`config.mk`:
```
export PLATFORM = sky130hd
export DESIGN_NAME = ght_cell
export DESIGN_NICKNAME = d
export VERILOG_FILES = /design/src/rtl/generational_handle_table_top_assert.svh /design/src/rtl/ght_pkg.sv /design/src/rtl/ght_cell.sv
export SDC_FILE = /design/constraint.sdc
export NUM_CORES = 1
export LEC_CHECK = 0
export ABC_CLOCK_PERIOD_IN_PS = 6100
export BUFFER_PORTS_ARGS = -buffer_cell sky130_fd_sc_hd__clkbuf_2
export CAP_MARGIN = 20
export CELL_PAD_IN_SITES_DETAIL_PLACEMENT = 0
export CELL_PAD_IN_SITES_GLOBAL_PLACEMENT = 1
export CORE_UTILIZATION = 30
export CTS_CLUSTER_SIZE = 8
export DETAILED_ROUTE_END_ITERATION = 7
export MAX_ROUTING_LAYER = met4
export PLACE_DENSITY = 0.86
export SLEW_MARGIN = 20
export SYNTH_ARGS = -nofsm -noshare
export SYNTH_HDL_FRONTEND = slang
export SYNTH_SLANG_ARGS = --single-unit
export TNS_END_PERCENT = 100
```
`constraint.sdc`:
```
create_clock -name clock -period 6.1 [get_ports clock]
set_input_delay 1.22 -clock clock [delete_from_list [all_inputs] [get_ports clock]]
set_output_delay 1.22 -clock clock [all_outputs]
set_load 0.05 [all_outputs]
```
`src/rtl/generational_handle_table_top_assert.svh`:
```
// ----------------------------------------------------------------------------
// Generational handle table - assertion macros
// Concurrent assertion wrappers, compiled out when SYNTH is defined.
// ----------------------------------------------------------------------------
`ifndef GENERATIONAL_HANDLE_TABLE_TOP_ASSERT_SVH
`define GENERATIONAL_HANDLE_TABLE_TOP_ASSERT_SVH
`ifndef SYNTH
`define GHT_ASSERT_NOW(name, clk, rst, ante, cons) \
   name: assert property (@(posedge clk) disable iff (rst) (ante) |-> (cons)) \
      else $error("generational handle table assertion failed");
`define GHT_ASSERT_NEXT(name, clk, rst, ante, cons) \
   name: assert property (@(posedge clk) disable iff (rst) (ante) |=> (cons)) \
      else $error("generational handle table assertion failed");
`else
`define GHT_ASSERT_NOW(name, clk, rst, ante, cons)
`define GHT_ASSERT_NEXT(name, clk, rst, ante, cons)
`endif
`endif

```
`src/rtl/ght_pkg.sv`:
```
// ----------------------------------------------------------------------------
// Generational handle table - package
// Widths, codes, shared types and helper functions.
// ----------------------------------------------------------------------------
`default_nettype none

package ght_pkg;

   localparam int SLOTS     = 64;
   localparam int IDX_W     = (SLOTS > 1) ? $clog2(SLOTS) : 1;
   localparam int CNT_W     = $clog2(SLOTS + 1);
   localparam int SLOT_BITS = 16;
   localparam int ID_W      = 64;
   localparam int GEN_W     = 32;
   localparam int CAP_W     = 48;
   localparam int HANDLE_W  = 64;
   localparam int HGEN_W    = HANDLE_W - SLOT_BITS;
   localparam int STATUS_W  = 3;
   localparam int ICON_W    = 3;
   localparam int SICON_W   = 2;
   localparam int KIND_W    = 2;
   localparam int OKIND_W   = 2;
   localparam int USED_W    = 16;
   localparam int BOOT_W    = 64;
   localparam int ADDR_W    = 4;
   localparam int REG_LSB   = 3;

   localparam logic [ADDR_W-REG_LSB-1:0] REG_BOOT = '0;

   localparam logic [KIND_W-1:0] KIND_REGISTER     = 2'd0;
   localparam logic [KIND_W-1:0] KIND_RESOLVE_ICON = 2'd1;
   localparam logic [KIND_W-1:0] KIND_RESOLVE_ID   = 2'd2;
   localparam logic [KIND_W-1:0] KIND_FIND         = 2'd3;

   localparam logic [STATUS_W-1:0] STATUS_OK         = 3'd0;
   localparam logic [STATUS_W-1:0] STATUS_INVALID    = 3'd1;
   localparam logic [STATUS_W-1:0] STATUS_EXISTS     = 3'd2;
   localparam logic [STATUS_W-1:0] STATUS_NO_SPACE   = 3'd3;
   localparam logic [STATUS_W-1:0] STATUS_BAD_HANDLE = 3'd4;
   localparam logic [STATUS_W-1:0] STATUS_NOT_FOUND  = 3'd5;

   localparam logic [ICON_W-1:0] ICON_GENERIC   = 3'd0;
   localparam logic [ICON_W-1:0] ICON_MAX_VALID = 3'd3;
   localparam logic [ICON_W-1:0] ICON_FOLDER    = 3'd4;

   localparam logic [OKIND_W-1:0] OBJ_FILE = 2'd0;
   localparam logic [OKIND_W-1:0] OBJ_DIR  = 2'd1;

   typedef enum logic [1:0] {
      ST_IDLE,
      ST_SCAN,
      ST_FINISH
   } state_type;

   typedef struct packed {
      logic                valid;
      logic [ID_W-1:0]     identity;
      logic [GEN_W-1:0]    generation;
      logic [SICON_W-1:0]  icon;
   } slot_type;

   typedef struct packed {
      logic [STATUS_W-1:0] status;
      logic [CAP_W-1:0]    handle_out;
      logic [ICON_W-1:0]   icon_out;
      logic [ID_W-1:0]     identity_out;
      logic [USED_W-1:0]   entries_used;
   } rsp_type;

   typedef struct packed {
      logic             shift;
      logic             wr_en;
      logic [IDX_W-1:0] wr_index;
      slot_type         wr_slot;
   } cell_ctrl_type;

   typedef struct packed {
      logic             busy;
      logic [CNT_W-1:0] used;
   } ctrl_status_type;

   function automatic logic [GEN_W-1:0] seed_of(input logic [BOOT_W-1:0] boot);
      logic [GEN_W-1:0] g;
      g = boot[GEN_W-1:0] ^ boot[BOOT_W-1:GEN_W];
      return (g == '0) ? GEN_W'(1) : g;
   endfunction

   function automatic logic [CAP_W-1:0] cap_of(input logic [IDX_W-1:0] idx,
                                               input logic [GEN_W-1:0] gen);
      return {gen, SLOT_BITS'(idx) + SLOT_BITS'(1)};
   endfunction

endpackage

`default_nettype wire

```
`src/rtl/ght_cell.sv`:
```
// ----------------------------------------------------------------------------
// Generational handle table - slot cell
// One table slot; rotates to its neighbour during a scan, loads on write, empties on clear.
// ----------------------------------------------------------------------------
`default_nettype none

module ght_cell (
   input  wire logic            clock,
   input  wire logic            reset,
   input  wire logic            shift,
   input  wire logic            clear,
   input  wire logic            wr_sel,
   input  wire ght_pkg::slot_type wr_slot,
   input  wire ght_pkg::slot_type from_next,
   output ght_pkg::slot_type    q
);
   import ght_pkg::*;

   logic               valid_ff, valid_in;
   logic [ID_W-1:0]    identity_ff, identity_in;
   logic [GEN_W-1:0]   generation_ff, generation_in;
   logic [SICON_W-1:0] icon_ff, icon_in;

   always_comb begin
      valid_in      = valid_ff;
      identity_in   = identity_ff;
      generation_in = generation_ff;
      icon_in       = icon_ff;
      if (clear) begin
         valid_in = 1'b0;
      end else if (wr_sel) begin
         valid_in      = 1'b1;
         identity_in   = wr_slot.identity;
         generation_in = wr_slot.generation;
         icon_in       = wr_slot.icon;
      end else if (shift) begin
         valid_in      = from_next.valid;
         identity_in   = from_next.identity;
         generation_in = from_next.generation;
         icon_in       = from_next.icon;
      end
   end

   always_ff @(posedge clock) begin
      if (reset) begin
         valid_ff <= 1'b0;
      end else begin
         valid_ff <= valid_in;
      end
   end

   always_ff @(posedge clock) begin
      identity_ff   <= identity_in;
      generation_ff <= generation_in;
      icon_ff       <= icon_in;
   end

   assign q = '{valid: valid_ff, identity: identity_ff, generation: generation_ff,
                icon: icon_ff};

endmodule

`default_nettype wire

```
# Word-level counts from Yosys, hierarchy flattened
# Index checks and enable logic that the tools add are counted.
[op_classes]
n_eq_ne = 0
div_mod_pow = 0
reduce_logical = 3
addsub = 0
bitwise_logic = 1
mul = 0
order_cmp = 0
shift = 0
mux = 8
[op_table]
columns = ["cell", "count"]
rows = [
  ["64-bit 2-to-1 mux", 2],
  ["32-bit 2-to-1 mux", 2],
  ["2-bit 2-to-1 mux", 2],
  ["1-bit 2-to-1 mux", 2],
  ["2-bit AND reduction", 1],
  ["2-bit nonzero test", 1],
  ["2-bit OR reduction", 1],
  ["1-bit NOT", 1],
]
[word_totals]
romBits = 0
mem_count = 0
in_bits = 203
output_inout_bits = 99
ff_bits = 99
latchBits = 0
word_cells = 16
ram_bits = 0

# Longest topological paths before layout
# Gate-level depths: netlist of run 1.
[logic_depth]
depth_word = 2
mapped_depth = 4

# Least setup slack after synthesis of run 1
# OpenSTA, ideal clock, no wires.
[synth_path]
kind = "input to register"
startpoint = "in wr_sel"
endpoint = "reg generation_ff[0], enable pin"
arrival_time_ns = 5.763
setup_time_ns = 0.558
path_stages = 4
path_slack_ns = -0.221
required_time_ns = 5.542
path_cell_list = "buf_6 buf_12 nor2_1 nor2_1"
[synth_via]
elab_chain_cells = 2
[synth_lines]
columns = ["item", "line_no", "rtl"]
rows = [
  ["start: declaration", "ght_cell.sv:12", "input wire logic wr_sel,"],
  ["2-bit nonzero test (no source line)", "-", ""],
  ["2-bit AND reduction (no source line)", "-", ""],
  ["end signal: assignment", "ght_cell.sv:54", "generation_ff <= generation_in;"],
  ["end: declaration", "ght_cell.sv:21", "logic [GEN_W-1:0] generation_ff, generation_in;"],
]
# Every way passes these cells.
# A chain may end at the register's enable or synchronous reset.

# Worst setup path after layout of run 1
[layout_path]
startpoint = "in wr_sel"
endpoint = "reg generation_ff[15], enable pin"
# The elaborated chain is that of the path after synthesis.

==> results.sh, run 1 <==
export IMPL_outcome="completed"
export IMPL_drv_cap=0
export IMPL_ctsHoldBuffers=0
export IMPL_r2r_end="valid_ff"
export IMPL_ant_nets=0
export IMPL_cp_top_family="buffers and inverters"
export IMPL_crit_top_cell="buf_4"
export IMPL_critPathMaxFanout=52
export IMPL_die_w_um=127
export IMPL_maxSlewHeadroom_pct=36.2
export IMPL_synthCells=214
export IMPL_cts_buffers=9
export IMPL_cts_root_buf="clkbuf_16"
export IMPL_drt_wirelength_per_cell_um=15.6
export IMPL_port_buffers=300
export IMPL_fin_nets=719
export IMPL_clk_path_buf_depth=2
export IMPL_min_period_over_period_pct=52.9
export IMPL_area_growth_pct=39.9
export IMPL_routed_via_density=4.32
export IMPL_clock_latency_ps=340
export IMPL_worst_clock_skew_ps=0
export IMPL_dr_total_vias=3063
export IMPL_fp_dieH_um=127
export IMPL_dieArea_mm2=0.0161
export IMPL_grt_pass1_vias=3183
export IMPL_hp_class="flop to flop"
export IMPL_power_density_mw_per_mm2=296
export IMPL_cp_data_required_time_ps=6080
export IMPL_grt_pass1_wl_um=16200
export IMPL_syn_area_per_cell_um2=21.9
export IMPL_setup_ws_ps=2870
export IMPL_grt_overflow_total=0
export IMPL_hpwl_um=8600
export IMPL_synthesis_nets=417
export IMPL_slowest_stage="buf_4"
export IMPL_htreeDepth=3
export IMPL_clock_fmax_mhz=310
export IMPL_rrSetupSlack_ps=5410
export IMPL_peakVddDrop_uv=115
export IMPL_synth_seq_cells=99
export IMPL_first_iter_violations=100
export IMPL_ys_types=10
export IMPL_path_cells="buf_6, nor2_1, nor2_4, buf_4, buf_4"
export IMPL_path_buf_inv=3
export IMPL_syn_area_mm2=0.00469
export IMPL_p_leak_nw=3.18
export IMPL_path_class="primary input to flop"
export IMPL_drive_gt1_share_pct=80.4
export IMPL_drv_slew=0
export IMPL_cp_depth=5
export IMPL_num_antenna_cells=0
export IMPL_totalPowerFinal_mw=1.94
export IMPL_start_util_pct=30.8
export IMPL_hold_viol=0
export IMPL_cts_repair_resized=0
export IMPL_cts_setup_buffers=0
export IMPL_rsz0062_at_grt="false"
export IMPL_worstMarginPinSlew_ps=957
export IMPL_ys_seq_area_share_pct=63.2
export IMPL_cts_sinks=99
export IMPL_reg2reg_from="valid_ff"
export IMPL_utilization_pct=43.1
export IMPL_timing_critical_path_from="wr_sel"
export IMPL_dr_pass1_iters=5
export IMPL_yosysWarnings=0
export IMPL_max_stage_delay_ps=650
export IMPL_finalCriticalPeriod_ps=3230
export IMPL_crit_end="generation_ff[15]"
export IMPL_critPathCaptureType="flop"
export IMPL_antenna_found_initial=0
export IMPL_fin_setup_tns_ps=0
export IMPL_drc=0
export IMPL_setup_viol=0
export IMPL_critPathArrivalTime_ps=3200
export IMPL_core_area_mm2=0.0152
export IMPL_ff2ff_path_depth=2
export IMPL_worstSetupStartpointType="primary input"
export IMPL_clkTransAtPathRegs_ps=70
export IMPL_grt_start_max_net_pins=53
export IMPL_io_pins=302
export IMPL_rows=45
export IMPL_routed_wl_um=11100
export IMPL_place_ws_ps=2490
export IMPL_track_usage_pct=13.7
export IMPL_gp_congestion=0.815
export IMPL_cts_tree="built"
[tightest hold or removal path: cells and delay by family, from the launching register on]
| family | cells | cell delay, ps |
|---|---|---|
| multiplexers | 1 | 150 |
| AO/OA/AOI/OAI | 1 | 90 |
| flip-flops | 1 | 310 |
[power by group]
| part | internal, mW | total (mW) | switching, mW |
|---|---|---|---|
| Sequential | 0.825 | 0.844 | 0.0182 |
| Combinational | 0.163 | 0.481 | 0.317 |
| Clock | 0.361 | 0.614 | 0.254 |
| Total | 1.35 | 1.94 | 0.589 |
[metal layers]
metal | vias up | part of all wire, % | global-route usage [%]
li1 | 1439 | - | -
met1 | 1475 | 38 | 14.4
met2 | 135 | 54 | 24.7
met3 | 14 | 6.1 | 3.64
met4 | 0 | 1.9 | 5.11
met5 | - | 0 | -
[sequential cells by signal, indices dropped and copies added, names as in the netlist]
| signal | flops |
|---|---|
| identity_ff | 64 |
| generation_ff | 32 |
| icon_ff | 2 |
| valid_ff | 1 |
[cell usage after synthesis]
| cell | n | area (µm²) |
|---|---|---|
| a211oi_2 | 1 | 12.5 |
| buf_12 | 10 | 200 |
| buf_4 | 1 | 7.51 |
| buf_6 | 1 | 11.3 |
| dfxtp_1 | 1 | 20.0 |
| edfxtp_1 | 98 | 2940 |
| inv_2 | 1 | 3.75 |
| mux2_4 | 98 | 1470 |
| mux2i_1 | 1 | 10.0 |
| nor2_1 | 2 | 7.51 |
[cell type report]
class	instances	area, µm²
Fill cell	1391	8640
Clock buffer	10	229
Sequential cell	99	2960
Tap cell	188	235
Clock inverter	6	88.8
Inverter	1	3.75
Timing Repair Buffer	303	1530
Multi-Input combinational cell	102	1510
[cell usage in the layout (no fill, tap or decap), types with 2 or more instances in the layout]
master      instances
clkbuf_2          299
mux2_4             98
edfxtp_1           98
clkbuf_16           9
buf_4               3
clkinvlp_4          2
bufinv_16           2
[kinds of logic (layout without fill, tap and decap cells)]
kind of cell,Yosys count,after routing,share of synthesized area [%]
AOI/OAI and AO/OA,1,1,0.267
and+or+nand+nor,2,2,0.160
DFF,99,99,63.2
muxes,99,99,31.6
buffers and inverters,13,320,4.75
[worst min path at each step]
stage	slack (ps)	from	to	cells past startpoint
detailed placement	590	valid_ff	valid_ff	2
global route	620	valid_ff	valid_ff	2
floorplan	550	valid_ff	valid_ff	2
finish	590	valid_ff	valid_ff	2
global placement	580	valid_ff	valid_ff	2
CTS	600	valid_ff	valid_ff	2
[through the flow]
step                      instance area (µm²)  instances  hold slack (ps)
after floorplan                          4690        214              553
after global placement                   6240        693              583
after detailed placement                 6240        693              586
after CTS                                6560        709              596
after global routing                     6560        709              617
final                                    6560        709              588
Note: power is estimated with default switching activity, not from simulation.
==> run 2: changes to the inputs <==
Settings changed: ABC_CLOCK_PERIOD_IN_PS 6100 to 3400, CORE_UTILIZATION 30 to 33, PLACE_DENSITY 0.86 to 0.9.
Clock period 6.1 ns to 3.4 ns, I/O delays scaled along.
==> run 2 against run 1 <==
Total power grew 78%. Cell count down 0.99%. Register-to-register slack got worse by 2700 ps. Sequential power grew 79%. First-iteration DRC count is 18% higher. Sequential share of layout area is 0.095 points lower. Critical endpoint is now identity_ff[51]. Highest routed layer unchanged. Routed wire length shrank 0.98%. Combinational power grew 80%. Largest power group unchanged.
==> results.sh, run 2 (synthesis gave the netlist of run 1 again) <==
export IMPL_fp_dieH_um=121
export IMPL_antenna_found_initial=0
export IMPL_critPathArrivalTime_ps=1790
export IMPL_clkTransAtPathRegs_ps=60
export IMPL_core_area_mm2=0.0139
export IMPL_htreeDepth=3
export IMPL_layout_commonest_cell="clkbuf_2"
export IMPL_fin_setup_tns_ps=0
export IMPL_whs_endpoint="valid_ff"
export IMPL_largest_register="identity_ff"
export IMPL_totalPowerFinal_mw=3.45
export IMPL_drv_cap=0
export IMPL_min_period_over_period_pct=50.0
export IMPL_routed_via_density=4.34
export IMPL_port_buffers=300
export IMPL_first_iter_violations=118
export IMPL_p_leak_nw=3.19
export IMPL_cts_root_buf="clkbuf_16"
export IMPL_maxSlewHeadroom_pct=60.7
export IMPL_grt_overflow_total=0
export IMPL_pwr_share_comb_pct=25.1
export IMPL_critPathCaptureType="flop"
export IMPL_cts_buffers=9
export IMPL_io_pins=302
export IMPL_drt_wirelength_per_cell_um=15.6
export IMPL_cts_setup_buffers=0
export IMPL_setup_ws_ps=1700
export IMPL_ff2ff_path_depth=2
export IMPL_ff_latch_area_mm2=0.00296
export IMPL_hold_depth=2
export IMPL_cts_repair_resized=0
export IMPL_dieArea_mm2=0.0147
export IMPL_hpwl_um=8510
export IMPL_area_growth_pct=40.2
export IMPL_largest_reg_flops=64
export IMPL_critPathMaxFanout=69
export IMPL_fill_cells=1251
export IMPL_multi_input_area_mm2=0.00151
export IMPL_hp_class="primary input to flop"
export IMPL_rrSetupSlack_ps=2710
export IMPL_r2r_end="valid_ff"
export IMPL_worstSetupStartpointType="primary input"
export IMPL_worst_clock_skew_ps=0
export IMPL_routed_wl_um=11000
export IMPL_finalCriticalPeriod_ps=1700
export IMPL_cts_sinks=99
export IMPL_grt_pass1_vias=3136
export IMPL_path_class="primary input to flop"
export IMPL_clk_path_buf_depth=2
export IMPL_rsz0062_at_grt="false"
export IMPL_p_switching_mw=1.03
export IMPL_ctsHoldBuffers=0
export IMPL_fin_nets=720
export IMPL_die_w_um=121
export IMPL_drc=0
export IMPL_drv_slew=0
export IMPL_dr_total_vias=3047
export IMPL_ant_nets=0
export IMPL_reg2reg_from="valid_ff"
export IMPL_worstHoldStart="reset"
export IMPL_setup_viol=0
export IMPL_clock_latency_ps=340
export IMPL_peakVddDrop_uv=240
export IMPL_layout_common_cells="clkbuf_2 (299), mux2_4 (98), edfxtp_1 (98)"
export IMPL_hold_viol=0
export IMPL_seqPwrFrac_pct=43.9
export IMPL_place_ws_ps=1360
export IMPL_power_density_mw_per_mm2=525
export IMPL_p_int_mw=2.42
export IMPL_track_usage_pct=15.1
export IMPL_drive_gt1_share_pct=80.1
export IMPL_cts_tree="built"
export IMPL_top_regs="identity_ff x64, generation_ff x32, icon_ff x2"
export IMPL_clock_fmax_mhz=588
export IMPL_grt_start_max_net_pins=99
export IMPL_grt_pass1_wl_um=16000
export IMPL_cp_data_required_time_ps=3490
export IMPL_start_util_pct=33.8
export IMPL_worstMarginPinSlew_ps=589
export IMPL_dr_pass1_iters=4
export IMPL_outcome="completed"
export IMPL_p_clk_share_pct=31.0
export IMPL_rows=43
export IMPL_num_antenna_cells=0
export IMPL_swShare_pct=30.0
export IMPL_gp_congestion=0.813
run 2: worst max-delay path by stage:
stage               startpoint                to  slack, ps  cells past startpoint
3_5_place_dp            wr_sel   identity_ff[41]       1360                      3
5_1_grt                 wr_sel   identity_ff[61]       1680                      3
6_report                wr_sel   identity_ff[51]       1700                      3
2_1_floorplan           wr_sel  generation_ff[0]        430                      4
3_3_place_gp            wr_sel   identity_ff[48]       1390                      3
4_1_cts        identity_ff[51]             q[85]       1700                      1
run 2: layout make-up:
type                       instances  share of cell area [%]
clock buffer                      10                    3.48
tap                              180                    3.43
sequential                        99                    45.1
clock inverter                     6                    1.22
inverter                           1                  0.0571
multi-input combinational        102                    23.0
timing repair buffer             304                    23.8
run 2: routing by layer:
| metal | track usage [%] | routed length [µm] | part of all wire [%] |
|---|---|---|---|
| met5 | - | 0 | 0 |
| met4 | 7.72 | 256 | 2.3 |
| met3 | 2.44 | 644 | 5.9 |
| met2 | 26.4 | 5730 | 52 |
| met1 | 16.6 | 4340 | 40 |
run 2: through the flow:
step           hold slack [ps]  area [µm²]  utilization, %  std cells
6_report                   504        6570            47.3        702
5_1_grt                    493        6570            47.3        702
4_1_cts                    485        6570            47.3        702
3_5_place_dp               585        6260            45.1        686
3_3_place_gp               573        6260            45.1        686
2_1_floorplan              553        4690               -        214
run 2: power groups by stage:
| stage | clock (mW) | combinational [mW] | sequential [mW] |
|---|---|---|---|
| after floorplan | 0 | 0.229 | 1.95 |
| after global placement | 0 | 0.861 | 1.54 |
| after detailed placement | 0 | 0.873 | 1.54 |
| after CTS | 1.10 | 0.876 | 1.52 |
| after global routing | 1.13 | 0.906 | 1.52 |
| final | 1.07 | 0.867 | 1.51 |
run 2: worst max-delay path, cell delays in order:
cell and delay (ps):
buf_6 210, buf_12 390, mux2_4 350
