--- config.mk ---
export PLATFORM = sky130hd
export DESIGN_NAME = ght_ctrl_flat
export DESIGN_NICKNAME = d
export VERILOG_FILES = /design/src/rtl/generational_handle_table_top_assert.svh /design/src/rtl/ght_pkg.sv /design/src/rtl/ght_req_if.sv /design/src/rtl/ght_rsp_if.sv /design/src/rtl/ght_ctrl.sv /design/src/flat_wrapper.sv
export SDC_FILE = /design/constraint.sdc
export NUM_CORES = 1
export LEC_CHECK = 0
export ABC_AREA = 1
export CAP_MARGIN = 20
export CORE_AREA = 2 2 215 217
export CTS_BUF_LIST = sky130_fd_sc_hd__clkbuf_16
export CTS_CLUSTER_DIAMETER = 40
export DETAILED_ROUTE_END_ITERATION = 8
export DIE_AREA = 0 0 217 219
export DONT_BUFFER_PORTS = 1
export HOLD_SLACK_MARGIN = 0.1
export PLACE_DENSITY = 0.56
export SYNTH_ARGS = -nofsm -noshare
export SYNTH_HDL_FRONTEND = slang
export SYNTH_SLANG_ARGS = --single-unit
export TNS_END_PERCENT = 100
--- constraint.sdc ---
create_clock -name clock -period 9.1 [get_ports clock]
set_input_delay 0.455 -clock clock [delete_from_list [all_inputs] [get_ports clock]]
set_output_delay 0.455 -clock clock [all_outputs]
set_load 0.01 [all_outputs]
--- src/rtl/generational_handle_table_top_assert.svh ---
// ----------------------------------------------------------------------------
// Generational handle table - assertion macros
// Concurrent assertion wrappers, compiled out when SYNTH is defined.
// ----------------------------------------------------------------------------
`ifndef GENERATIONAL_HANDLE_TABLE_TOP_ASSERT_SVH
`define GENERATIONAL_HANDLE_TABLE_TOP_ASSERT_SVH
`ifndef SYNTH
`define GHT_ASSERT_NOW(name, clk, rst, ante, cons) \
   name: assert property (@(posedge clk) disable iff (rst) (ante) |-> (cons)) \
      else $error("generational handle table assertion failed");
`define GHT_ASSERT_NEXT(name, clk, rst, ante, cons) \
   name: assert property (@(posedge clk) disable iff (rst) (ante) |=> (cons)) \
      else $error("generational handle table assertion failed");
`else
`define GHT_ASSERT_NOW(name, clk, rst, ante, cons)
`define GHT_ASSERT_NEXT(name, clk, rst, ante, cons)
`endif
`endif

--- src/rtl/ght_pkg.sv ---
// ----------------------------------------------------------------------------
// Generational handle table - package
// Widths, codes, shared types and helper functions.
// ----------------------------------------------------------------------------
`default_nettype none

package ght_pkg;

   localparam int SLOTS     = 64;
   localparam int IDX_W     = (SLOTS > 1) ? $clog2(SLOTS) : 1;
   localparam int CNT_W     = $clog2(SLOTS + 1);
   localparam int SLOT_BITS = 16;
   localparam int ID_W      = 64;
   localparam int GEN_W     = 32;
   localparam int CAP_W     = 48;
   localparam int HANDLE_W  = 64;
   localparam int HGEN_W    = HANDLE_W - SLOT_BITS;
   localparam int STATUS_W  = 3;
   localparam int ICON_W    = 3;
   localparam int SICON_W   = 2;
   localparam int KIND_W    = 2;
   localparam int OKIND_W   = 2;
   localparam int USED_W    = 16;
   localparam int BOOT_W    = 64;
   localparam int ADDR_W    = 4;
   localparam int REG_LSB   = 3;

   localparam logic [ADDR_W-REG_LSB-1:0] REG_BOOT = '0;

   localparam logic [KIND_W-1:0] KIND_REGISTER     = 2'd0;
   localparam logic [KIND_W-1:0] KIND_RESOLVE_ICON = 2'd1;
   localparam logic [KIND_W-1:0] KIND_RESOLVE_ID   = 2'd2;
   localparam logic [KIND_W-1:0] KIND_FIND         = 2'd3;

   localparam logic [STATUS_W-1:0] STATUS_OK         = 3'd0;
   localparam logic [STATUS_W-1:0] STATUS_INVALID    = 3'd1;
   localparam logic [STATUS_W-1:0] STATUS_EXISTS     = 3'd2;
   localparam logic [STATUS_W-1:0] STATUS_NO_SPACE   = 3'd3;
   localparam logic [STATUS_W-1:0] STATUS_BAD_HANDLE = 3'd4;
   localparam logic [STATUS_W-1:0] STATUS_NOT_FOUND  = 3'd5;

   localparam logic [ICON_W-1:0] ICON_GENERIC   = 3'd0;
   localparam logic [ICON_W-1:0] ICON_MAX_VALID = 3'd3;
   localparam logic [ICON_W-1:0] ICON_FOLDER    = 3'd4;

   localparam logic [OKIND_W-1:0] OBJ_FILE = 2'd0;
   localparam logic [OKIND_W-1:0] OBJ_DIR  = 2'd1;

   typedef enum logic [1:0] {
      ST_IDLE,
      ST_SCAN,
      ST_FINISH
   } state_type;

   typedef struct packed {
      logic                valid;
      logic [ID_W-1:0]     identity;
      logic [GEN_W-1:0]    generation;
      logic [SICON_W-1:0]  icon;
   } slot_type;

   typedef struct packed {
      logic [STATUS_W-1:0] status;
      logic [CAP_W-1:0]    handle_out;
      logic [ICON_W-1:0]   icon_out;
      logic [ID_W-1:0]     identity_out;
      logic [USED_W-1:0]   entries_used;
   } rsp_type;

   typedef struct packed {
      logic             shift;
      logic             wr_en;
      logic [IDX_W-1:0] wr_index;
      slot_type         wr_slot;
   } cell_ctrl_type;

   typedef struct packed {
      logic             busy;
      logic [CNT_W-1:0] used;
   } ctrl_status_type;

   function automatic logic [GEN_W-1:0] seed_of(input logic [BOOT_W-1:0] boot);
      logic [GEN_W-1:0] g;
      g = boot[GEN_W-1:0] ^ boot[BOOT_W-1:GEN_W];
      return (g == '0) ? GEN_W'(1) : g;
   endfunction

   function automatic logic [CAP_W-1:0] cap_of(input logic [IDX_W-1:0] idx,
                                               input logic [GEN_W-1:0] gen);
      return {gen, SLOT_BITS'(idx) + SLOT_BITS'(1)};
   endfunction

endpackage

`default_nettype wire

--- src/rtl/ght_req_if.sv ---
// ----------------------------------------------------------------------------
// Generational handle table - request channel
// Valid/ready channel carrying one table operation.
// ----------------------------------------------------------------------------
`default_nettype none

interface ght_req_if;
   import ght_pkg::*;

   logic                valid;
   logic                ready;
   logic [KIND_W-1:0]   kind;
   logic [ID_W-1:0]     type_identity;
   logic [ICON_W-1:0]   icon_in;
   logic [HANDLE_W-1:0] handle;
   logic [OKIND_W-1:0]  node_kind;

   modport source (output valid, kind, type_identity, icon_in, handle, node_kind,
                   input ready);
   modport sink   (input valid, kind, type_identity, icon_in, handle, node_kind,
                   output ready);
endinterface

`default_nettype wire

--- src/rtl/ght_rsp_if.sv ---
// ----------------------------------------------------------------------------
// Generational handle table - response channel
// Valid/ready channel carrying one operation result.
// ----------------------------------------------------------------------------
`default_nettype none

interface ght_rsp_if;
   import ght_pkg::*;

   logic                valid;
   logic                ready;
   logic [STATUS_W-1:0] status;
   logic [CAP_W-1:0]    handle_out;
   logic [ICON_W-1:0]   icon_out;
   logic [ID_W-1:0]     identity_out;
   logic [USED_W-1:0]   entries_used;

   modport source (output valid, status, handle_out, icon_out, identity_out, entries_used,
                   input ready);
   modport sink   (input valid, status, handle_out, icon_out, identity_out, entries_used,
                   output ready);
endinterface

`default_nettype wire

--- src/rtl/ght_ctrl.sv ---
// ----------------------------------------------------------------------------
// Generational handle table - sequencer
// Latches a request, compares the head cell while the ring rotates once,
// then forms the result and performs any slot fill.
// ----------------------------------------------------------------------------
`default_nettype none

module ght_ctrl (
   input  wire logic                    clock,
   input  wire logic                    reset,
   ght_req_if.sink                      req_bus,
   ght_rsp_if.source                    rsp_bus,
   input  wire logic [ght_pkg::BOOT_W-1:0] boot,
   input  wire logic                    cfg_wr,
   input  wire ght_pkg::slot_type       head,
   output ght_pkg::cell_ctrl_type       cell_ctrl,
   output ght_pkg::ctrl_status_type     status_out
);
   import ght_pkg::*;

   state_type           state_ff, state_in;
   logic [IDX_W-1:0]    cnt_ff, cnt_in;
   logic [KIND_W-1:0]   kind_ff, kind_in;
   logic [ID_W-1:0]     id_ff, id_in;
   logic [ICON_W-1:0]   icon_ff, icon_in;
   logic [HANDLE_W-1:0] handle_ff, handle_in;
   logic [OKIND_W-1:0]  okind_ff, okind_in;
   logic                hit_ff, hit_in;
   logic [IDX_W-1:0]    hit_idx_ff, hit_idx_in;
   slot_type            hit_slot_ff, hit_slot_in;
   logic [CNT_W-1:0]    used_ff, used_in;
   logic                rsp_valid_ff, rsp_valid_in;
   rsp_type             rsp_ff, rsp_in;

   logic                by_id, id_match, h_match, match;
   logic                full, do_write;
   logic [GEN_W-1:0]    gen_raw, new_gen;
   logic [CNT_W-1:0]    used_after;
   rsp_type             res;

   assign by_id    = (kind_ff == KIND_REGISTER) || (kind_ff == KIND_FIND);
   assign id_match = head.valid && (head.identity == id_ff);
   assign h_match  = head.valid
                     && (handle_ff[SLOT_BITS-1:0] == SLOT_BITS'(cnt_ff) + SLOT_BITS'(1))
                     && (handle_ff[HANDLE_W-1:SLOT_BITS] == HGEN_W'(head.generation));
   assign match    = by_id ? id_match : h_match;

   assign full    = (used_ff == CNT_W'(SLOTS));
   assign gen_raw = seed_of(boot) + GEN_W'(used_ff);
   assign new_gen = (gen_raw == '0) ? GEN_W'(1) : gen_raw;

   // result of the finished scan
   always_comb begin
      res          = '0;
      res.status   = STATUS_OK;
      do_write     = 1'b0;
      if (boot == '0) begin
         res.status = STATUS_INVALID;
      end else begin
         case (kind_ff)
            KIND_REGISTER: begin
               if (id_ff == '0 || icon_ff > ICON_MAX_VALID) begin
                  res.status = STATUS_INVALID;
               end else if (hit_ff) begin
                  if ({1'b0, hit_slot_ff.icon} != icon_ff) begin
                     res.status = STATUS_EXISTS;
                  end else begin
                     res.handle_out = cap_of(hit_idx_ff, hit_slot_ff.generation);
                  end
               end else if (full) begin
                  res.status = STATUS_NO_SPACE;
               end else begin
                  do_write       = 1'b1;
                  res.handle_out = cap_of(used_ff[IDX_W-1:0], new_gen);
               end
            end
            KIND_RESOLVE_ICON: begin
               if (okind_ff == OBJ_DIR) begin
                  res.icon_out = ICON_FOLDER;
               end else if (okind_ff != OBJ_FILE) begin
                  res.status = STATUS_INVALID;
               end else if (hit_ff) begin
                  res.icon_out = {1'b0, hit_slot_ff.icon};
               end else begin
                  res.icon_out = ICON_GENERIC;
               end
            end
            KIND_RESOLVE_ID: begin
               if (hit_ff) begin
                  res.identity_out = hit_slot_ff.identity;
               end else begin
                  res.status = STATUS_BAD_HANDLE;
               end
            end
            KIND_FIND: begin
               if (id_ff == '0) begin
                  res.status = STATUS_INVALID;
               end else if (hit_ff) begin
                  res.handle_out = cap_of(hit_idx_ff, hit_slot_ff.generation);
               end else begin
                  res.status = STATUS_NOT_FOUND;
               end
            end
            default: begin
               res.status = STATUS_INVALID;
            end
         endcase
      end
      used_after       = do_write ? CNT_W'(used_ff + CNT_W'(1)) : used_ff;
      res.entries_used = USED_W'(used_after);
   end

   always_comb begin
      state_in     = state_ff;
      cnt_in       = cnt_ff;
      kind_in      = kind_ff;
      id_in        = id_ff;
      icon_in      = icon_ff;
      handle_in    = handle_ff;
      okind_in     = okind_ff;
      hit_in       = hit_ff;
      hit_idx_in   = hit_idx_ff;
      hit_slot_in  = hit_slot_ff;
      used_in      = used_ff;
      rsp_valid_in = rsp_valid_ff;
      rsp_in       = rsp_ff;

      cell_ctrl.shift    = 1'b0;
      cell_ctrl.wr_en    = 1'b0;
      cell_ctrl.wr_index = used_ff[IDX_W-1:0];
      cell_ctrl.wr_slot  = '{valid: 1'b1, identity: id_ff, generation: new_gen,
                             icon: icon_ff[SICON_W-1:0]};

      req_bus.ready = (state_ff == ST_IDLE);

      if (rsp_valid_ff && rsp_bus.ready) begin
         rsp_valid_in = 1'b0;
      end

      case (state_ff)
         ST_IDLE: begin
            if (req_bus.valid) begin
               kind_in   = req_bus.kind;
               id_in     = req_bus.type_identity;
               icon_in   = req_bus.icon_in;
               handle_in = req_bus.handle;
               okind_in  = req_bus.node_kind;
               cnt_in    = '0;
               hit_in    = 1'b0;
               state_in  = ST_SCAN;
            end
         end
         ST_SCAN: begin
            cell_ctrl.shift = 1'b1;
            if (match && !hit_ff) begin
               hit_in      = 1'b1;
               hit_idx_in  = cnt_ff;
               hit_slot_in = head;
            end
            cnt_in = IDX_W'(cnt_ff + IDX_W'(1));
            if (cnt_ff == IDX_W'(SLOTS - 1)) begin
               state_in = ST_FINISH;
            end
         end
         ST_FINISH: begin
            if (!rsp_valid_ff || rsp_bus.ready) begin
               rsp_valid_in    = 1'b1;
               rsp_in          = res;
               cell_ctrl.wr_en = do_write;
               used_in         = used_after;
               state_in        = ST_IDLE;
            end
         end
         default: begin
            state_in = ST_IDLE;
         end
      endcase

      if (cfg_wr) begin
         used_in = '0;
      end
   end

   always_ff @(posedge clock) begin
      if (reset) begin
         state_ff     <= ST_IDLE;
         used_ff      <= '0;
         rsp_valid_ff <= 1'b0;
      end else begin
         state_ff     <= state_in;
         used_ff      <= used_in;
         rsp_valid_ff <= rsp_valid_in;
      end
   end

   always_ff @(posedge clock) begin
      cnt_ff      <= cnt_in;
      kind_ff     <= kind_in;
      id_ff       <= id_in;
      icon_ff     <= icon_in;
      handle_ff   <= handle_in;
      okind_ff    <= okind_in;
      hit_ff      <= hit_in;
      hit_idx_ff  <= hit_idx_in;
      hit_slot_ff <= hit_slot_in;
      rsp_ff      <= rsp_in;
   end

   assign rsp_bus.valid        = rsp_valid_ff;
   assign rsp_bus.status       = rsp_ff.status;
   assign rsp_bus.handle_out   = rsp_ff.handle_out;
   assign rsp_bus.icon_out     = rsp_ff.icon_out;
   assign rsp_bus.identity_out = rsp_ff.identity_out;
   assign rsp_bus.entries_used = rsp_ff.entries_used;

   assign status_out.busy = (state_ff != ST_IDLE);
   assign status_out.used = used_ff;

endmodule

`default_nettype wire

--- src/flat_wrapper.sv ---
// flat-port wrapper written by rule: the top's interface ports become plain ports
module ght_ctrl_flat import ght_pkg::*;
  (clock, reset, boot, cfg_wr, head, cell_ctrl, status_out, req_bus_valid, req_bus_kind, req_bus_type_identity, req_bus_icon_in, req_bus_handle, req_bus_node_kind, req_bus_ready, rsp_bus_valid, rsp_bus_status, rsp_bus_handle_out, rsp_bus_icon_out, rsp_bus_identity_out, rsp_bus_entries_used, rsp_bus_ready);
  ght_req_if req_bus_i ();
  ght_rsp_if rsp_bus_i ();
  input  wire logic clock;
  input  wire logic reset;
  input  wire logic [ght_pkg::BOOT_W-1:0] boot;
  input  wire logic cfg_wr;
  input  wire ght_pkg::slot_type head;
  output ght_pkg::cell_ctrl_type cell_ctrl;
  output ght_pkg::ctrl_status_type status_out;
  input wire logic [$bits(req_bus_i.valid)-1:0] req_bus_valid;
  input wire logic [$bits(req_bus_i.kind)-1:0] req_bus_kind;
  input wire logic [$bits(req_bus_i.type_identity)-1:0] req_bus_type_identity;
  input wire logic [$bits(req_bus_i.icon_in)-1:0] req_bus_icon_in;
  input wire logic [$bits(req_bus_i.handle)-1:0] req_bus_handle;
  input wire logic [$bits(req_bus_i.node_kind)-1:0] req_bus_node_kind;
  output wire logic [$bits(req_bus_i.ready)-1:0] req_bus_ready;
  output wire logic [$bits(rsp_bus_i.valid)-1:0] rsp_bus_valid;
  output wire logic [$bits(rsp_bus_i.status)-1:0] rsp_bus_status;
  output wire logic [$bits(rsp_bus_i.handle_out)-1:0] rsp_bus_handle_out;
  output wire logic [$bits(rsp_bus_i.icon_out)-1:0] rsp_bus_icon_out;
  output wire logic [$bits(rsp_bus_i.identity_out)-1:0] rsp_bus_identity_out;
  output wire logic [$bits(rsp_bus_i.entries_used)-1:0] rsp_bus_entries_used;
  input wire logic [$bits(rsp_bus_i.ready)-1:0] rsp_bus_ready;
  assign req_bus_i.valid = req_bus_valid;
  assign req_bus_i.kind = req_bus_kind;
  assign req_bus_i.type_identity = req_bus_type_identity;
  assign req_bus_i.icon_in = req_bus_icon_in;
  assign req_bus_i.handle = req_bus_handle;
  assign req_bus_i.node_kind = req_bus_node_kind;
  assign req_bus_ready = req_bus_i.ready;
  assign rsp_bus_valid = rsp_bus_i.valid;
  assign rsp_bus_status = rsp_bus_i.status;
  assign rsp_bus_handle_out = rsp_bus_i.handle_out;
  assign rsp_bus_icon_out = rsp_bus_i.icon_out;
  assign rsp_bus_identity_out = rsp_bus_i.identity_out;
  assign rsp_bus_entries_used = rsp_bus_i.entries_used;
  assign rsp_bus_i.ready = rsp_bus_ready;
  ght_ctrl u_core (.clock(clock), .reset(reset), .req_bus(req_bus_i), .rsp_bus(rsp_bus_i), .boot(boot), .cfg_wr(cfg_wr), .head(head), .cell_ctrl(cell_ctrl), .status_out(status_out));
endmodule
### Word-level counts from Yosys, hierarchy flattened

Cells that the tools add are included.

| cells by class | value |
|---|---|
| $add $sub $neg | 6 |
| $lt $le $gt $ge | 1 |
| equality and inequality tests | 16 |
| multiplexer cells | 43 |
| bitwise gates (word level) | 4 |
| reduce and logical (&&, ||, !) cells | 29 |

Operator list:

| kind | number |
|---|---|
| $mux 48 | 5 |
| $logic_not 64->1 | 2 |
| $pmux 48 s2 | 1 |
| $eq 64x64->1 | 1 |
| $logic_not 32->1 | 2 |
| $mux 32 | 2 |
| $mux 50 | 1 |
| $eq 48x32->1 | 1 |
| $add 32x7->32 | 1 |
| $xor 32x32->32 | 1 |
| $add 6x1->7 const B | 3 |
| $mux 3 | 6 |
| $eq 16x16->1 | 1 |
| $mux 1 | 15 |
| $mux 2 | 7 |
| $pmux 3 s4 | 1 |
| $pmux 6 s2 | 1 |
| $reduce_and 2->1 | 4 |
| $add 7x1->7 const B | 1 |
| $eq 7x7->1 const B | 1 |
| $mux 7 | 1 |
| $add 6x1->6 const B | 1 |
| $eq 2x1->1 const B | 3 |
| $eq 2x2->1 const B | 3 |
| other kinds (18) | 34 |

| word-level totals | value |
|---|---|
| flip-flop bits (word level) | 381 |
| input bits | 303 |
| output and inout bits | 251 |
| word-level logic and storage cells | 119 |

### Depth between registers and ports, before layout

Gate-level depths: netlist (run 1).

| logic depth | value |
|---|---|
| depth after elaboration | 10 |
| depth in mapped cells | 27 |
| gate-level depth less buffers | 27 |

### Worst setup path after synthesis (run 1)

No wires, ideal clock.

| timing | value |
|---|---|
| kind | flip-flop to flip-flop |
| from | register u_core.state_ff[1] |
| to | register u_core.cnt_ff[0] (enable) |
| library setup time | 339 ps |
| data arrival time | 7094 ps |
| required time | 8761 ps |
| slack | 1666 ps |
| stages on the path, launching flop included | 6 |
| path buffers | 0 |
| clock period less this slack | 7434 ps |
| cell sequence | dfxtp_1 > nor2_1 > inv_1 > nor2_1 > inv_1 > nand2_1 |

| between the ends | value |
|---|---|
| word-level cells in the longest chain between the ends | 3 |
| elaborated cells on any way between the ends | 5 |
| classes of those cells | 2 x eq/ne; 3 x reduce/logical |

Ends and longest elaborated chain:

| item | line | source |
|---|---|---|
| from (decl) | ght_ctrl.sv:21 | `state_type state_ff, state_in;` |
| from (signal assigned) | ght_ctrl.sv:190 | `state_ff <= state_in;` |
| $logic_not 2->1 (*) | -- |  |
| net req_bus_ready | flat_wrapper.sv:19 | `output wire logic [$bits(req_bus_i.ready)-1:0] req_bus_ready;` |
| $ne 2x2->1 (no line) / $reduce_bool 2->1 (equally long branches) | -- |  |
| $reduce_and 2->1 (no line) (*) | -- |  |
| to (signal assigned) | ght_ctrl.sv:197 | `cnt_ff <= cnt_in;` |
| to (decl) | ght_ctrl.sv:22 | `logic [IDX_W-1:0] cnt_ff, cnt_in;` |

The timed path passes the listed nets; every way through them passes the cells marked *.
A chain may end at the register's enable or synchronous reset.

==> out/summary.txt, run 1 <==
PWR
-------------------------------------------------------------------------------------------
Static Leakage                                                                      9.00 nW
Pwr per Cell Area                                                               210 mW/mm^2
Flop pwr share                                                                        0.435
Combinational group share of total power                                              0.087
Clock group share of total power                                                      0.478
Maximum vdd drop                                                                   0.246 mV
Net switching power figure                                                          1.22 mW
Sw Ratio                                                                              0.260
Cell-internal power                                                                 3.49 mW

LOGIC SYNTHESIS
-------------------------------------------------------------------------------------------
Synthesized instance count                                                             1671
Synthesized cell area                                                          0.0174 sq mm
Share of flip-flops with an asynchronous set or reset after synthesis                     0
Sequential-to-total area share from yosys stat                                        0.635
Dominant synthesized flop cell                                                     edfxtp_1
Number of enable-type register cells in the synthesized netlist                         362
Yosys reg bits                                                                          372
Post-Synthesis Mean Instance Area                                                10.4 sq um
Synthesis Warnings                                                                        0
Post-synthesis cell type count                                                           47

FLOORPLANNING
-------------------------------------------------------------------------------------------
I/O pin count                                                                           554
Starting density of the core                                                          0.387
Die span in x                                                                   217 microns
Floorplan row count                                                                      78
Total Die Area                                                                 0.0475 sq mm
Standard cell core area                                                        0.0451 sq mm
Die height                                                                      219 microns

CRITICAL PATH
-------------------------------------------------------------------------------------------
Highest net fanout along the worst path                                                   5
Maximum cell stage delay along the critical path                                     400 ps
Arrival time at the worst endpoint                                                  3760 ps
Element type at the critical path end                                           output port
Worst reg2reg startpoint                                                       u_core.kind_ff[0]$_DFFE_PP_
Startpoint-to-endpoint class of the critical path                                 in -> out
Required time of the worst setup path                                               8650 ps
Crit start category                                                               input pin
Register-to-Register Setup Slack                                                    5090 ps
R2R depth                                                                                12
CP Cell Sequence                                                               nor2_1, nor2_4, nor4_1, nand4_1, o41ai_1, ha_1, inv_1, fa_1, inv_1, a21oi_2, nor2_2, inv_1, nand2_1, nand2_1, nand2_1, nand2_1, nor2_1, nand2_1, nor2_1, nand3_1, nand2_2
Worst r2r dst                                                                  u_core.hit_slot_ff[88]$_DFFE_PP_
Slowest stage cell, crit path                                                          fa_1
Worst path most repeated cell                                                       nand2_1

FINAL LAYOUT
-------------------------------------------------------------------------------------------
Layout cell share with drive strength beyond 1                                       0.0963
Storage cell area                                                              0.0111 sq mm
Signed area change from the synthesized netlist to the final layout                   28.9%
Leading cell types in the layout, fill and taps excluded                       362 x edfxtp_1, 311 x nand2_1, 261 x inv_1
Fillers                                                                                4037
Final layout net count                                                                 2265
Multi-input logic area                                                         0.00511 sq mm
Most common cell after layout, fill and taps aside                                 edfxtp_1
Final standard cell count with taps included and fillers excluded                      2600

ROUTING
-------------------------------------------------------------------------------------------
Number of antenna-violating nets in the routed design                                     0
Number of design-rule violations left by the first detailed-router iteration           1075
Via count                                                                             13100
Wire length after detailed routing                                                  56.7 mm
Pre-Repair DR Iteration Count                                                             5
Avg WL per Cell                                                                21.8 microns
Via count normalized by instance count                                                 5.05
Number of remaining DRC errors                                                            0

MIN PATH
-------------------------------------------------------------------------------------------
Hold Path Origin                                                               rsp_bus_ready
Min-delay worst type                                                              in -> reg
Min-Delay Endpoint                                                             u_core.state_ff[1]$_SDFFE_PP0P_
Cell count of the worst hold path                                                         3

GLOBAL ROUTING
-------------------------------------------------------------------------------------------
Global-route wire length before repair                                              81.3 mm
Maximum number of pins on one net before global-route repair                             72
Global-route usage over all layers                                                    0.231
Residual overflow from global routing                                                     0
Vias in the first global route                                                        13000
Antenna violations before repair                                                          5

TIMING
-------------------------------------------------------------------------------------------
Final worst-path cycle share                                                          0.463
Worst-case headroom to the max-slew limit                                             0.290
Final slew viol count                                                                     0
Setup repair after global routing missed its margin                                   false
Max frequency                                                                       237 MHz
Post-route minimum period                                                           4210 ps
Actual slew at the worst max-slew pin                                               1060 ps
Post-Route Skew                                                                     27.7 ps
Final count of negative-setup-slack endpoints                                             0
Post-Route Setup TNS                                                                   0 ps
Number of hold violations in the final report                                             0

CTS
-------------------------------------------------------------------------------------------
Root buffer selected by CTS                                                       clkbuf_16
Clock tree from TritonCTS                                                               yes
Latest clock arrival within the worst-skew pair                                      610 ps
Post_cts resized                                                                          0
Clock-pin slew of the registers on the worst-case setup and hold paths                50 ps
Clk buf depth                                                                             3
Clock buffers created by TritonCTS                                                       59
Cts-stage hold buffer count                                                             235
Sinks on the clock net                                                                  372
H-tree Lvls                                                                               2
Post CTS Setup Buffer Count                                                               0

FLOW RUN
-------------------------------------------------------------------------------------------
Max Cap Violations                                                                        0

PLACE
-------------------------------------------------------------------------------------------
Number of buffers added on ports                                                          0
Final weighted congestion of routability-driven global placement                      0.909
Half-perimeter wire length after detailed placement                                 42.5 mm
Count of placed standard cells including taps                                          2248

OUTCOME
-------------------------------------------------------------------------------------------
Result of the run                                                                 completed

-- worst max-delay path, delay by kind of cell --
kind / cells / cell delay [ps]
and+or+nand+nor: 14 / 2000
buffers and inverters: 3 / 210
adders and majority gates: 2 / 640
AOI/OAI and AO/OA: 2 / 440
-- per-stage QoR --
stage	worst slack, ps	utilization	total power, mW	hold WS [ps]	cell area, sq um
6_report	4890	0.498	4.71	166	22500
5_1_grt	4480	0.498	4.88	154	22500
4_1_cts	4820	0.497	4.75	138	22400
3_5_place_dp	4790	0.400	2.40	505	18000
3_3_place_gp	4860	0.400	2.40	477	18000
2_1_floorplan	1670	-	2.31	455	17500
-- how the worst max path moves through the flow --
| stage | slack [ps] | to | start |
|---|---|---|---|
| after floorplan | 1670 | u_core.cnt_ff[0]$_SDFFCE_PN0P_ | u_core.state_ff[1]$_SDFFE_PP0P_ |
| after global placement | 4860 | u_core.rsp_bus.handle_out[16]$_SDFFCE_PP0P_ | boot[48] |
| after detailed placement | 4790 | u_core.rsp_bus.handle_out[16]$_SDFFCE_PP0P_ | boot[48] |
| after CTS | 4820 | cell_ctrl[2] | boot[48] |
| after global routing | 4480 | cell_ctrl[2] | boot[60] |
| final | 4890 | cell_ctrl[2] | boot[48] |
-- kinds of logic after synthesis --
logic type / after synthesis / share of synthesized area
AOI/OAI and AO/OA: 138 / 0.0469
DFF: 372 / 0.635
xor gates and xnor gates: 77 / 0.0387
other: 2 / 0.000431
buffers and inverters: 324 / 0.0767
adders and majority gates: 17 / 0.0126
and+or+nand+nor: 741 / 0.190
-- power groups by stage --
stage	combinational [mW]	sequential (mW)	clock (mW)
floorplan	0.235	2.07	0
global placement	0.313	2.08	0
detailed placement	0.316	2.08	0
CTS	0.407	2.05	2.29
global route	0.449	2.06	2.37
finish	0.410	2.05	2.26
-- routing by layer --
layer / vias to the layer above / part of all wire / GRT usage
met5: - / 0 / 0
met4: 0 / 0.037 / 0.0957
met3: 117 / 0.085 / 0.0626
met2: 617 / 0.50 / 0.402
met1: 6229 / 0.37 / 0.268
li1: 6159 / - / -
-- cells in the mapped netlist (2+ instances only) --
master     count  share of area
edfxtp_1     362           0.62
nand2_1      311          0.067
inv_1        261          0.056
nor2_1       198          0.043
nand3_1       79          0.023
o21ai_0       49          0.014
xor2_1        49          0.025
nor4_1        40          0.014
a21oi_1       32         0.0092
nand4_1       31          0.011
buf_4         28          0.012
xnor2_1       28          0.014
nand2_2       24         0.0086
nor2_2        21         0.0075
o22ai_1       18         0.0065
nor3_1        17         0.0049
ha_1          16          0.011
inv_2         12         0.0026
clkbuf_1      11         0.0024
a221oi_1      10         0.0050
dfxtp_1       10          0.011
buf_2          9         0.0026
nand3b_1       8         0.0034
o21ai_1        7         0.0020
o2111ai_1      4         0.0020
a211oi_1       3         0.0013
a21oi_2        3         0.0015
nor2_4         3         0.0019
a22o_1         2         0.0010
a31oi_1        2        0.00072
conb_1         2        0.00043
nor4b_1        2         0.0010
o211ai_1       2        0.00086
o221ai_1       2         0.0010
o31ai_1        2        0.00086
or2_2          2        0.00072
-- layout make-up --
cell class                      instances  share of cell area
Clock buffer                           59              0.0657
Inverter                              274              0.0459
Sequential cell                       372               0.493
Timing Repair Buffer                  246               0.109
Clock inverter                         51              0.0246
Antenna cell                            6            0.000668
Multi-Input combinational cell        992               0.228
Tap cell                              600              0.0334
-- sequential cells by signal, summed over array words and instances (netlist names), 2 cells and up --
signal / cells
u_core.rsp_bus.entries_used: 7
u_core.id_ff: 64
u_core.kind_ff: 2
u_core.okind_ff: 2
u_core.rsp_bus.icon_out: 3
u_core.handle_ff: 64
u_core.cnt_ff: 6
u_core.state_ff: 2
u_core.icon_ff: 3
u_core.rsp_bus.identity_out: 64
u_core.rsp_bus.handle_out: 39
u_core.used_ff: 7
u_core.hit_slot_ff: 98
u_core.hit_idx_ff: 6
u_core.rsp_bus.status: 3
No activity file was read; power rests on OpenSTA's default activity.
==> run 2, diff against run 1 <==
- clock period: 9.1 -> 4.4 ns (I/O delays scaled with it)
==> run 2 against run 1 <==
Register-to-register slack lost 3900 ps. Wire length grew 0.85%. Via count grew 1.4%. Non-clock buffer count grew 14. Global-route usage grew 0.10 points. Critical endpoint unchanged.
==> out/summary.txt, run 2 (synthesis results as in run 1) <==
OUTCOME
-------------------------------------------------------------------------------------------
Result of the run                                                                 completed

ROUTING
-------------------------------------------------------------------------------------------
Length of routed met3 wiring                                                        4.75 mm   -1.3%
Wire length after detailed routing                                                  57.1 mm   +0.85%
Met2 WL post-DR                                                                     28.4 mm   -0.25%
Avg WL per Cell                                                                21.9 microns   +0.39%
Number of remaining DRC errors                                                            0   unchanged
Number of antenna-violating nets in the routed design                                     0   unchanged
Number of design-rule violations left by the first detailed-router iteration           1052   -2.1%
Met1 wire length                                                                    21.7 mm   +2.0%
Highest metal layer with signal wires                                                  met5
Via count normalized by instance count                                                 5.09   +0.94%
Via count                                                                             13300   +1.4%
Pre-Repair DR Iteration Count                                                             6   +1

FINAL LAYOUT
-------------------------------------------------------------------------------------------
Layout cell share with drive strength beyond 1                                       0.0983   +0.00197
Final design utilization                                                              0.501   +0.00230
Final layout net count                                                                 2278   +0.57%
Final standard cell count with taps included and fillers excluded                      2612   +0.46%
Storage cell area                                                              0.0111 sq mm   unchanged
Finished Cell Area                                                             0.0226 sq mm   +0.46%
Max reg flops                                                                            98   unchanged
Multi-input logic area                                                         0.00511 sq mm   unchanged
Leading cell types in the layout, fill and taps excluded                       362 x edfxtp_1, 311 x nand2_1, 261 x inv_1
Most common cell after layout, fill and taps aside                                 edfxtp_1
Register containing the most flip-flops in the final layout                    u_core.hit_slot_ff
Signed area change from the synthesized netlist to the final layout                   29.5%
Fillers                                                                                4025   -0.30%

CRITICAL PATH
-------------------------------------------------------------------------------------------
Startpoint-to-endpoint class of the critical path                                 in -> out
Crit path launch                                                                   boot[48]
Worst r2r dst                                                                  u_core.rsp_bus.handle_out[16]$_SDFFCE_PP0P_
CP Cell Sequence                                                               nor2_1, nor2_4, nor4_1, nand4_1, o41ai_1, ha_1, inv_1, fa_1, inv_1, a21oi_2, nor2_2, nor2_1, nor2_1, nand2_1, nand2_1, nand2_2, nor2_1, nand2_1, nor2_1, nand3_1, nand2_2
Register-to-Register Setup Slack                                                    1150 ps   -3940 ps
Maximum cell stage delay along the critical path                                     390 ps   about the same
Arrival time at the worst endpoint                                                  3570 ps   -190 ps
End point of the critical path                                                 cell_ctrl[2]
Element type at the critical path end                                           output port
Crit start category                                                               input pin
R2R depth                                                                                20   +8
Slowest stage cell, crit path                                                          fa_1
Worst path most repeated cell                                                        nor2_1
Required time of the worst setup path                                               4180 ps   -4470 ps
Highest net fanout along the worst path                                                   4   -1
Worst reg2reg startpoint                                                       u_core.used_ff[0]$_SDFFE_PP0P_

PWR
-------------------------------------------------------------------------------------------
Overall power consumption                                                           9.70 mW   +110%
Pwr per Cell Area                                                               430 mW/mm^2   +100%
Maximum vdd drop                                                                   0.352 mV   +43%
Static Leakage                                                                      9.06 nW   +0.64%

CTS
-------------------------------------------------------------------------------------------
Clock buffers created by TritonCTS                                                       58   -1.7%
Latest clock arrival within the worst-skew pair                                      610 ps   about the same
Clock-pin slew of the registers on the worst-case setup and hold paths                60 ps   about the same
Post_cts resized                                                                          0   unchanged
Clock tree from TritonCTS                                                               yes
H-tree Lvls                                                                               2   unchanged
Root buffer selected by CTS                                                       clkbuf_16
Clk buf depth                                                                             3   unchanged
Sinks on the clock net                                                                  372   unchanged

TIMING
-------------------------------------------------------------------------------------------
Final worst-path cycle share                                                          0.860
Number of hold violations in the final report                                             0   unchanged
Setup repair after global routing missed its margin                                   false
Final count of negative-setup-slack endpoints                                             0   unchanged
Post-route minimum period                                                           3790 ps
Actual slew at the worst max-slew pin                                                805 ps   -259 ps
Worst-case headroom to the max-slew limit                                             0.463   +0.172
Post-Route Setup TNS                                                                   0 ps   unchanged
Hold Worst Slack                                                                     239 ps   +73.2 ps
Final setup slack of the worst path                                                  614 ps   -4280 ps
Max frequency                                                                       264 MHz
Post-Route Skew                                                                     38.1 ps   +10.4 ps
Final slew viol count                                                                     0   unchanged

FLOORPLANNING
-------------------------------------------------------------------------------------------
Standard cell core area                                                        0.0451 sq mm   unchanged
Floorplan row count                                                                      78   unchanged
Total Die Area                                                                 0.0475 sq mm   unchanged
Starting density of the core                                                          0.387   unchanged
Die height                                                                      219 microns   unchanged
I/O pin count                                                                           554   unchanged
Die span in x                                                                   217 microns   unchanged

PLACE
-------------------------------------------------------------------------------------------
Worst-case setup slack after placement                                               259 ps   -4530 ps
Number of buffers added on ports                                                          0   unchanged
Post-placement cell area                                                       0.0182 sq mm   +0.62%
Final weighted congestion of routability-driven global placement                      0.909   about the same
Half-perimeter wire length after detailed placement                                 42.6 mm   +0.20%
Count of placed standard cells including taps                                          2258   +0.44%

MIN PATH
-------------------------------------------------------------------------------------------
Min-delay worst type                                                              in -> reg

GLOBAL ROUTING
-------------------------------------------------------------------------------------------
Residual overflow from global routing                                                     0   unchanged
Global-route wire length before repair                                              82.2 mm   +1.1%
Antenna violations before repair                                                          7   +2
Maximum number of pins on one net before global-route repair                             72   unchanged
Vias in the first global route                                                        13100   +1.2%
Global-route usage over all layers                                                    0.232   +0.00100

FLOW RUN
-------------------------------------------------------------------------------------------
Max Cap Violations                                                                        0   unchanged

-- run 2: changes by cell type in the layout (fill, tap and decap cells not counted), moves of 3 or more --
| cell | previous run | this run |
|---|---|---|
| buf_12 | 0 | 3 |
| inv_6 | 16 | 11 |
| inv_8 | 3 | 8 |
| dlygate4sd3_1 | 235 | 239 |
| buf_4 | 10 | 17 |
-- run 2: final cells by class --
cell class              count  share of cell area
clock inverters            49              0.0233
inverters                 274              0.0457
flip-flops and latches    372               0.491
diodes                      7            0.000776
repair buffers            260               0.116
well taps                 600              0.0333
clock buffers              58              0.0643
multi-input cells         992               0.227
-- run 2: what timing repair did --
item,4_1_cts,5_1_grt
endpoints found under the hold margin,262,0
hold buffers,239,0
buffers inserted,0,0
-- run 2: worst max-delay path, delay by kind of cell --
kind | cells | cell delay (ps)
fa+ha+maj | 2 | 630
buf+inv | 2 | 160
simple gates | 15 | 2110
compound gates | 2 | 460
-- run 2: worst min path at each step --
stage                                      end                 startpoint  slack, ps  depth (start not counted)
4_1_cts             u_core.id_ff[17]$_DFFE_PP_  req_bus_type_identity[17]        200                          1
3_5_place_dp   u_core.state_ff[0]$_SDFFE_PP0P_                      reset        300                          1
6_report        u_core.handle_ff[45]$_DFFE_PP_         req_bus_handle[45]        240                          1
5_1_grt         u_core.handle_ff[35]$_DFFE_PP_         req_bus_handle[35]        210                          1
2_1_floorplan  u_core.rsp_bus.valid$_SDFF_PP0_                      reset        290                          1
3_3_place_gp   u_core.state_ff[0]$_SDFFE_PP0P_                      reset        290                          1
-- run 2: routing by layer --
| layer | vias to the layer above | global-route usage |
|---|---|---|
| met5 | - | 0 |
| met4 | 2 | 0.0929 |
| met3 | 158 | 0.0654 |
| met2 | 662 | 0.400 |
| met1 | 6305 | 0.273 |
| li1 | 6179 | - |
-- run 2: power by group --
part	internal, mW	leakage [nW]	switching (mW)
Combinational	0.333	4.64	0.537
Sequential	4.08	3.46	0.162
Clock	2.78	0.963	1.81
